### src/design/wac_pkg.sv
// ----------------------------------------------------------------------------
// wac_pkg
// Shared widths, register codes and reset values for the curve clustering unit.
// ----------------------------------------------------------------------------
package wac_pkg;

  localparam int DEF_MAX_CURVES = 32;

  localparam int APEX_W     = 20;
  localparam int VAL_W      = 32;
  localparam int WGT_W      = 16;
  localparam int SCORE_W    = 21;
  localparam int THR_W      = 19;
  localparam int JF_W       = 4;
  localparam int CFG_IDX_W  = 2;
  localparam int CFG_DATA_W = 19;

  localparam logic [THR_W-1:0] MERGE_THR_RST = 19'd80;
  localparam logic [JF_W-1:0]  JUMP_FACT_RST = 4'd3;
  localparam logic [THR_W-1:0] JUMP_MIN_RST  = 19'd48;

  typedef enum logic [CFG_IDX_W-1:0] {
    CFG_MERGE_THR   = 2'd0,
    CFG_JUMP_FACTOR = 2'd1,
    CFG_JUMP_MIN    = 2'd2
  } cfg_idx_t;

  typedef logic signed [APEX_W-1:0] apex_t;
  typedef logic signed [VAL_W-1:0]  val_t;

endpackage

### src/design/wac_div.sv
// ----------------------------------------------------------------------------
// wac_div
// Restoring divider, one quotient bit per cycle: signed sum over weight,
// rounded to nearest with ties away from zero.
// ----------------------------------------------------------------------------
module wac_div import wac_pkg::*; #(
  parameter int SUM_W = 53,
  parameter int DEN_W = 21
) (
  input  logic                    clk,
  input  logic                    rst,
  input  logic                    start,
  input  logic signed [SUM_W-1:0] num,
  input  logic        [DEN_W-1:0] den,
  output logic                    done,
  output logic        [VAL_W-1:0] quo
);

  localparam int DW    = SUM_W + 1;
  localparam int CNT_W = $clog2(DW);

  logic             busy;
  logic [CNT_W-1:0] cnt;
  logic [DEN_W-1:0] rem;
  logic [DEN_W-1:0] dv;
  logic [DW-1:0]    qr;
  logic             neg;

  logic [DW-1:0]    ext;
  logic [DW-1:0]    mag;
  logic [DEN_W:0]   trial;
  logic             ge;

  assign ext   = {num[SUM_W-1], num};
  assign mag   = num[SUM_W-1] ? (~ext + DW'(1)) : ext;
  assign trial = {rem, qr[DW-1]};
  assign ge    = trial >= {1'b0, dv};
  assign quo   = neg ? (~qr[VAL_W-1:0] + VAL_W'(1)) : qr[VAL_W-1:0];

  always_ff @(posedge clk) begin
    if (rst) begin
      busy <= 1'b0;
      done <= 1'b0;
      cnt  <= '0;
    end else begin
      done <= 1'b0;
      if (start && !busy) begin
        busy <= 1'b1;
        cnt  <= '0;
        rem  <= '0;
        dv   <= den;
        neg  <= num[SUM_W-1];
        qr   <= mag + DW'(den >> 1);
      end else if (busy) begin
        rem <= ge ? DEN_W'(trial - {1'b0, dv}) : DEN_W'(trial);
        qr  <= {qr[DW-2:0], ge};
        cnt <= cnt + CNT_W'(1);
        if (cnt == CNT_W'(DW - 1)) begin
          busy <= 1'b0;
          done <= 1'b1;
        end
      end
    end
  end

endmodule
### config.mk
export PLATFORM = sky130hd
export DESIGN_NAME = wac_div
export DESIGN_NICKNAME = d
export VERILOG_FILES = /design/src/design/wac_pkg.sv /design/src/design/wac_div.sv
export SDC_FILE = /design/constraint.sdc
export NUM_CORES = 1
export LEC_CHECK = 0
export ABC_AREA = 1
export BUFFER_PORTS_ARGS = -buffer_cell sky130_fd_sc_hd__buf_2
export CAP_MARGIN = 10
export CORE_ASPECT_RATIO = 0.6
export CORE_UTILIZATION = 47
export DETAILED_ROUTE_END_ITERATION = 6
export PLACE_DENSITY = 0.66
export SYNTH_ARGS = -nofsm -noshare
export SYNTH_HDL_FRONTEND = slang
export SYNTH_SLANG_ARGS = --single-unit
### constraint.sdc
create_clock -name clk -period 10.5 [get_ports clk]
set_input_delay 2.1 -clock clk [delete_from_list [all_inputs] [get_ports clk]]
set_output_delay 2.1 -clock clk [all_outputs]
set_load 0.01 [all_outputs]
; Word-level counts from Yosys, hierarchy flattened
; Index checks and enable logic that the tools add are counted.
[word_totals]
register_bits = 105
inputBits = 77
out_inout_bits = 33
word_cells = 35
[classes]
n_addsub = 5
magnitude_cmp = 1
n_eq_ne = 1
muxes = 10
n_bitwise = 4
reduce_logical = 7
[ops]
columns = cell, n
row1 = $mux W54, 3
row2 = $add A54 B1 Y54 const B, 1
row3 = $add A54 B20 Y54, 1
row4 = $not A54 Y54, 1
row5 = $mux W21, 2
row6 = $add A32 B1 Y32 const B, 1
row7 = $mux W32, 1
row8 = $not A32 Y32, 1
row9 = $ge A22 B21 Y1, 1
row10 = $sub A21 B21 Y21, 1
row11 = $add A6 B1 Y6 const B, 1
row12 = $eq A6 B6 Y1 const B, 1
row13 = $mux W1, 4
row14 = $reduce_and A2 Y1, 2
row15 = $reduce_or A3 Y1, 1
row16 = $not A1 Y1, 2
row17 = $reduce_bool A2 Y1, 1
row18 = $reduce_or A2 Y1, 1
row19 = $logic_and A1 B1 Y1, 1
row20 = $logic_not A1 Y1, 1

; Longest topological paths before layout
; Gate-level depths: netlist of the first run.
[depth]
word_depth = 5
mapped_depth = 22
ltp_nobuf = 22

; Worst setup path after synthesis of the first run
; Ideal clock, no wire load.
[synth_timing]
path_kind = input to register
startpoint = input port start
endpoint = register qr[0], enable pin
setup_ps = 612
arrival_time_ps = 7401
required_ps = 9888
slack_ps = 2488
stages = 2
path_buffers = 0
path_cell_list = inv_1 -> o21ai_0
[synth_between]
elab_chain_len = 3
[synth_lines]
columns = item, line_no
row1 = "start, declared", wac_div.sv:12  ; input logic start,
row2 = $logic_and A1 B1 Y1, wac_div.sv:47  ; if (start && !busy) begin
row3 = $reduce_bool A2 Y1 (no source line), --
row4 = $reduce_and A2 Y1 (no source line), --
row5 = "end signal, assigned", wac_div.sv:53  ; qr <= mag + DW'(den >> 1);
row6 = "end signal, assigned", wac_div.sv:56  ; qr <= {qr[DW-2:0], ge};
row7 = "end, declared", wac_div.sv:26  ; logic [DW-1:0] qr;
; Every way passes these cells.
; A chain may end at the register's enable or synchronous reset.

; Final worst setup path of the first run
[layout_timing]
startpoint = input port num[52]
endpoint = register qr[18], data pin
[layout_between]
elab_chain_len = 3
[layout_lines]
columns = item, line_no
row1 = "start, declared", wac_div.sv:13  ; input logic signed [SUM_W-1:0] num,
row2 = $mux W54, wac_div.sv:35  ; assign mag = num[SUM_W-1] ? (~ext + DW'(1)) : ext;
row3 = $add A54 B20 Y54, wac_div.sv:53
row4 = $mux W54, wac_div.sv:47
; Every way passes these cells.

==> run metrics, run 1 <==
outcome=finished, final reports clean; CTS tree=yes; Final Max Tran Viols=0; worst skew pair latency=~360 ps; hold crit path type=reg2reg; largest net degree at the start of global routing=76; hold depth=2; critical path peak fanout=slightly below 60; Final Cycle Share=between 50 and 60%; setup repair bufs after CTS=0; DRT antenna net count=0; first-pass GRT wire length=approximately 47 mm; top routing layer in use=met4; gpl congestion=0.958; sequential share of the synthesized area=between 30% and 40%; Avg Cell Area, Syn=~7 um2; Die Footprint=21,400 um2; PwrDens=134 nW/um2; DPL Wire Length=approximately 25 mm; row cnt=40; Post-Syn Area=approximately 10000 um2; setup_tns=0 ps; startpoint of the worst hold path=cnt[1]; H-tree depth=3; Crit path max-delay family=compound AO/OA/AOI/OAI gates; Cell Area, Placed=10,600 um2; antenna violations before repair=0; most used cell, CP=nor2_1; Worst Hold End=cnt[1]; Pre-Repair DR Iteration Count=6; post-synthesis cell count=between 1k and 1.5k; Tot GR Track Use=between 20% and 30%; leakage power=a little under 0.005 uW; WP data arrival=~5500 ps; Syn Nets=1,527; GRT overflow=0; vias in the first global route=approximately 8.3k; Post-CTS Hold Buffers=0; final WL=30.1 mm; worst slew pin tran=roughly 1100 ps; I/O pin total=110; Vias=9,649; Worst-path clk slew=around 80 ps; fmax=185 MHz; CTS Buffer Depth=2; core area=20,200 um2; crit path from=num[52]; Max transition margin=~30%; Met2 Wirelength=approximately 9.5 mm; DIE WIDTH=188 um; CP startpoint kind=primary input; FF-to-FF End=rem[19]; CP max stage delay=around 500 ps; diode count=0; critical path class=in2reg; CP bufs+invs=3; Initial DRC Count=around 1.2k; Reg2Reg Depth=16; Required @ worst endpoint=about 11,000 ps; flop2flop setup slack=between 7000 and 8000 ps; Worst VDD drop=just under 90 uV; Final Hold Viols=0; Met1 Wirelength=~17 mm; IO Port Bufs=109; PostCTS Resize Cnt=0; highest-delay cell along the critical path=buf_4; Final nets=~1.6k; Root Buffer=clkbuf_16; DR WL/cell=17.0 um; yosys warns=0; final setup fails=0; share of layout cells above drive strength 1=13.4%; drt via density=~5.4; Tmin final=5400 ps; Initial Utilization=48.4%; # DRC=0; FF-to-FF Start=dv[0]; Filler cells=between 2k and 2.5k; Layout area overhead=11.7%; total CTS buffers=9; synthesis-stage register bit count=roughly 110; WP depth=15; Critical Path, Cell by Cell=buf_2 -> buf_4 -> clkinv_1 -> nor2_1 -> xor2_1 -> ha_1 -> nand2_1 -> a21oi_1 -> a31oi_1 -> o21ai_0 -> a21oi_1 -> nor2_1 -> nor2_1 -> xor2_1 -> o21ai_0; Synth cell types=46; Worst Setup End Kind=register; met3 wire len=roughly 3.9 mm; cell area after layout=~11,000 um2; max-capacitance violation count=0; clk sinks=105; height of the die=around 110 um; RSZ-0062 raised after global routing=false; Fin Clk Skew=9.93 ps
-- tightest hold or removal path, stage by stage, from the launching register on --
cell     delay (ps)
dfxtp_1         340
nand2_1          80
a21oi_1          50
-- power breakdown --
group          internal (uW)  total [uW]  leakage, uW  switching [uW]
logic                    186         543      0.00381             358
clock network            193         359     0.000157             167
registers                525         559     0.000996            34.1
total                    903        1460      0.00496             559
-- placed cells by master (no fill, tap or decap), types with 7 or more instances in the layout --
cell       instances
nor2_1           166
o21ai_0           92
dfxtp_1            8
nor2_4            11
nand2_1          378
inv_1            140
clkbuf_16         10
nand4_1           24
xnor2_1           39
nand2_2           20
inv_2              7
nand3b_1           9
ha_1              48
buf_2            109
edfxtp_1          97
a31oi_1            7
nor2_2            16
xor2_1            56
nand3_1          107
nor3_1             9
a21oi_1           78
-- Yosys cell counts (all sizes together) --
| master | count | area (um2) |
|---|---|---|
| a21boi | 3 | 22.5 |
| a21o | 6 | 45.0 |
| a21oi | 78 | 390 |
| a31o | 1 | 8.76 |
| a31oi | 7 | 43.8 |
| and3 | 1 | 6.26 |
| buf | 14 | 68.8 |
| clkbuf | 14 | 52.6 |
| clkinv | 1 | 3.75 |
| dfxtp | 8 | 160 |
| edfxtp | 97 | 2910 |
| fa | 2 | 40.0 |
| ha | 48 | 601 |
| inv | 147 | 552 |
| nand2 | 401 | 1580 |
| nand3 | 111 | 576 |
| nand3b | 9 | 67.6 |
| nand4 | 24 | 150 |
| nor2 | 195 | 882 |
| nor3 | 10 | 55.1 |
| nor3b | 3 | 22.5 |
| nor4 | 5 | 31.3 |
| o211ai | 3 | 22.5 |
| o21a | 1 | 7.51 |
| o21ai | 102 | 529 |
| o21bai | 6 | 45.0 |
| o22ai | 2 | 12.5 |
| o31ai | 2 | 15.0 |
| or2 | 3 | 18.8 |
| xnor2 | 39 | 342 |
| xor2 | 57 | 518 |
-- metrics by stage --
| stage | power [uW] | std cells | util (%) | hold WS, ps | setup WS (ps) |
|---|---|---|---|---|---|
| 4_1_cts | 1450 | 1776 | 54.0 | 520 | 5210 |
| 3_5_place_dp | 1090 | 1760 | 52.5 | 504 | 4820 |
| 2_1_floorplan | 926 | 1400 | - | 469 | 2490 |
| 3_3_place_gp | 1090 | 1760 | 52.5 | 489 | 4890 |
| 5_1_grt | 1540 | 1776 | 54.0 | 536 | 4790 |
| 6_report | 1460 | 1776 | 54.0 | 515 | 5100 |
-- registers in the layout, summed over array words and instances (netlist names) --
signal	cells
busy	1
cnt	6
done	1
dv	21
neg	1
qr	54
rem	21
-- per-layer routing --
metal / up-vias / track usage (%)
li1: 4825 / -
met1: 4327 / 50.0
met2: 486 / 32.5
met3: 11 / 7.66
met4: 0 / 3.58
met5: - / 0
-- worst max path at each step --
stage	endpoint	slack (ps)
floorplan	qr[0]	2490
global placement	qr[48]	4890
detailed placement	qr[30]	4820
CTS	qr[30]	5210
global route	qr[39]	4790
finish	qr[18]	5100
-- layout make-up --
class	instances	area (um2)	area share, %
clock buffer	12	278	2.54
clock inverter	4	37.5	0.344
inverter	148	556	5.09
multi-input combinational	1119	6050	55.4
sequential	105	3070	28.1
tap	273	342	3.13
timing repair buffer	115	591	5.41
-- cells by family (layout without fill, tap and decap cells) --
family / Yosys count / in the layout / synth area share [%]
simple gates: 762 / 762 / 34.6
compound gates: 211 / 211 / 11.7
buf+inv: 176 / 279 / 6.92
flops: 105 / 105 / 31.4
xor+xnor: 96 / 96 / 8.79
fa+ha+maj: 50 / 50 / 6.55
Note: power is estimated with default switching activity, not from simulation.
==> run 2: changes to the inputs <==
==> constraint.sdc (replaced) <==
create_clock -name clk -period 5.2 [get_ports clk]
set_input_delay 1.04 -clock clk [delete_from_list [all_inputs] [get_ports clk]]
set_output_delay 1.04 -clock clk [all_outputs]
set_load 0.01 [all_outputs]
==> run 2 against run 1 <==
  * Worst setup slack lost 4100 ps
  * Non-clock buffer count is the same
  * Global-route usage grew 0.14 points
  * Register-to-register slack lost 5400 ps
  * Power grew 100%
  * Combinational power grew 100%
==> run metrics, run 2 (synthesized netlist as in run 1, its figures left out) <==
outcome=finished, final reports clean; FF-to-FF Start=qr[53]; hold depth=2 (unchanged); flop2flop setup slack=1590 ps (-5440 ps); clk sinks=105 (unchanged); fmax=roughly 240 MHz; Worst Hold End=cnt[1]; RSZ-0062 raised after global routing=false; Final nets=1,625 (unchanged); final WL=30.3 mm (+0.75%); first-pass GRT wire length=47.1 mm (+0.87%); DIE WIDTH=188 um (unchanged); PostCTS Resize Cnt=0 (unchanged); Largest Register=qr; leakage power=0.00495 uW (-0.17%); max-capacitance violation count=0 (unchanged); GRT overflow=0 (unchanged); Fin Clk Skew=7.50 ps (-2.42 ps); switching pwr=1150 uW (+110%); final setup fails=0 (unchanged); Worst-path clk slew=80 ps (about the same); Layout Cells excl Fill=1,776 (unchanged); drt via density=5.46 (+0.49%); commonest non-fill, non-tap cell in the layout=nand2_1; IO Port Bufs=109 (unchanged); Max transition margin=29.7% (-0.096 points); critical path class=in2reg; Die Footprint=21,400 um2 (unchanged); CTS tree=yes; Final Cycle Share=81.8%; post-layout util=54.0% (-0.062 points); worst slew pin tran=1050 ps (+1.44 ps); power share of the combinational group=37.5% (+0.3 points); startpoint of the worst hold path=cnt[1]; Initial DRC Count=1,237 (+2.3%); DRT antenna net count=0 (unchanged); Required @ worst endpoint=5320 ps (-5270 ps); I/O pin total=110 (unchanged); critical path peak fanout=57 (-1.7%); H-tree depth=3 (unchanged); CP startpoint kind=primary input; hold crit path type=reg2reg; core area=20,200 um2 (unchanged); Worst Setup End Kind=register; total CTS buffers=9 (unchanged); WP data arrival=4370 ps (-1120 ps); Initial Utilization=48.4% (unchanged); Internal=1770 uW (+96%); vias in the first global route=8,332 (+0.16%); antenna violations before repair=0 (unchanged); Tot GR Track Use=28.7% (+0.14 points); Root Buffer=clkbuf_16; Sw Share=39.4% (+1.2 points); Final Max Tran Viols=0 (unchanged); share of layout cells above drive strength 1=13.4% (-0.067 points); largest net degree at the start of global routing=76 (unchanged); placed cells=1,760 (unchanged); FF-to-FF End=rem[17]; Clk pwr share=23.9% (-0.7 points); Worst VDD drop=190 uV (+110%); Reg2Reg Depth=17 (+1); DPL Wire Length=24.6 mm (-0.11%); Final Hold Viols=0 (unchanged); Pre-Repair DR Iteration Count=7 (+1); Layout area overhead=11.6%; Filler cells=2,042 (+0.54%); setup_tns=0 ps (unchanged); worst skew pair latency=360 ps (about the same); DR WL/cell=17.1 um (+0.75%); most frequent cells in the layout=nand2_1, nor2_1, inv_1; Top Registers=qr x54, dv x21, rem x21; PwrDens=268 nW/um2 (+100%); Vias=9,696 (+0.49%); diode count=0 (unchanged); Reg power frac=38.6% (+0.4 points); # DRC=0 (unchanged); gpl congestion=0.968 (+1.1%); height of the die=114 um (unchanged); Tmin final=between 4000 and 5000 ps; CTS Buffer Depth=2 (unchanged); Post-CTS Hold Buffers=0 (unchanged); setup repair bufs after CTS=0 (unchanged); max reg flops=54 (unchanged); row cnt=40 (unchanged)
[run 2: cell type report]
cell class                 count  area [um2]  area share, %
multi-input combinational   1119        6050           55.4
sequential                   105        3070           28.2
timing repair buffer         115         603           5.53
inverter                     148         556           5.09
tap                          273         342           3.13
clock buffer                  10         229           2.10
clock inverter                 6        61.3          0.562
[run 2: stage by stage]
stage | setup WS [ps] | total power (uW) | hold slack, ps | cell area (um2)
finish | 948 | 2930 | 514 | 10900
global placement | 814 | 2200 | 487 | 10600
global route | 824 | 3090 | 540 | 10900
CTS | 1180 | 2900 | 517 | 10900
detailed placement | 831 | 2210 | 503 | 10600
floorplan | 275 | 1860 | 469 | 9780
[run 2: how the worst max path moves through the flow]
stage,startpoint,to,slack [ps],depth (start not counted)
final,num[52],qr[50],950,14
after global routing,num[52],qr[50],820,16
after CTS,qr[0],quo[30],1180,12
after detailed placement,num[52],qr[35],830,18
after global placement,num[52],qr[50],810,16
after floorplan,start,qr[0],280,2
[run 2: critical path, stage by stage]
cell and delay [ps]:
buf_2 120, buf_4 510, nand2_1 100, o21ai_0 220
fa_1 290, nand2_1 100, a21oi_1 560, nand4_1 220
nand3_1 210, nand3_2 170, nor3_2 470, nand4_1 160
nand3_1 120, nand2_1 50
[run 2: per-layer routing]
layer / wire, um / track usage, % / vias to the layer above
met1: 16400 / 50.4 / 4310
met3: 4010 / 6.62 / 12
li1: - / - / 4822
met5: 0 / 0 / -
met2: 9800 / 33.4 / 552
met4: 159 / 3.58 / 0
[run 2: power groups by stage]
stage	Sequential (uW)	Clock, uW	Combinational (uW)
detailed placement	1150	0	1070
global route	1140	735	1220
CTS	1130	706	1070
finish	1130	699	1100
floorplan	1120	0	741
global placement	1140	0	1050
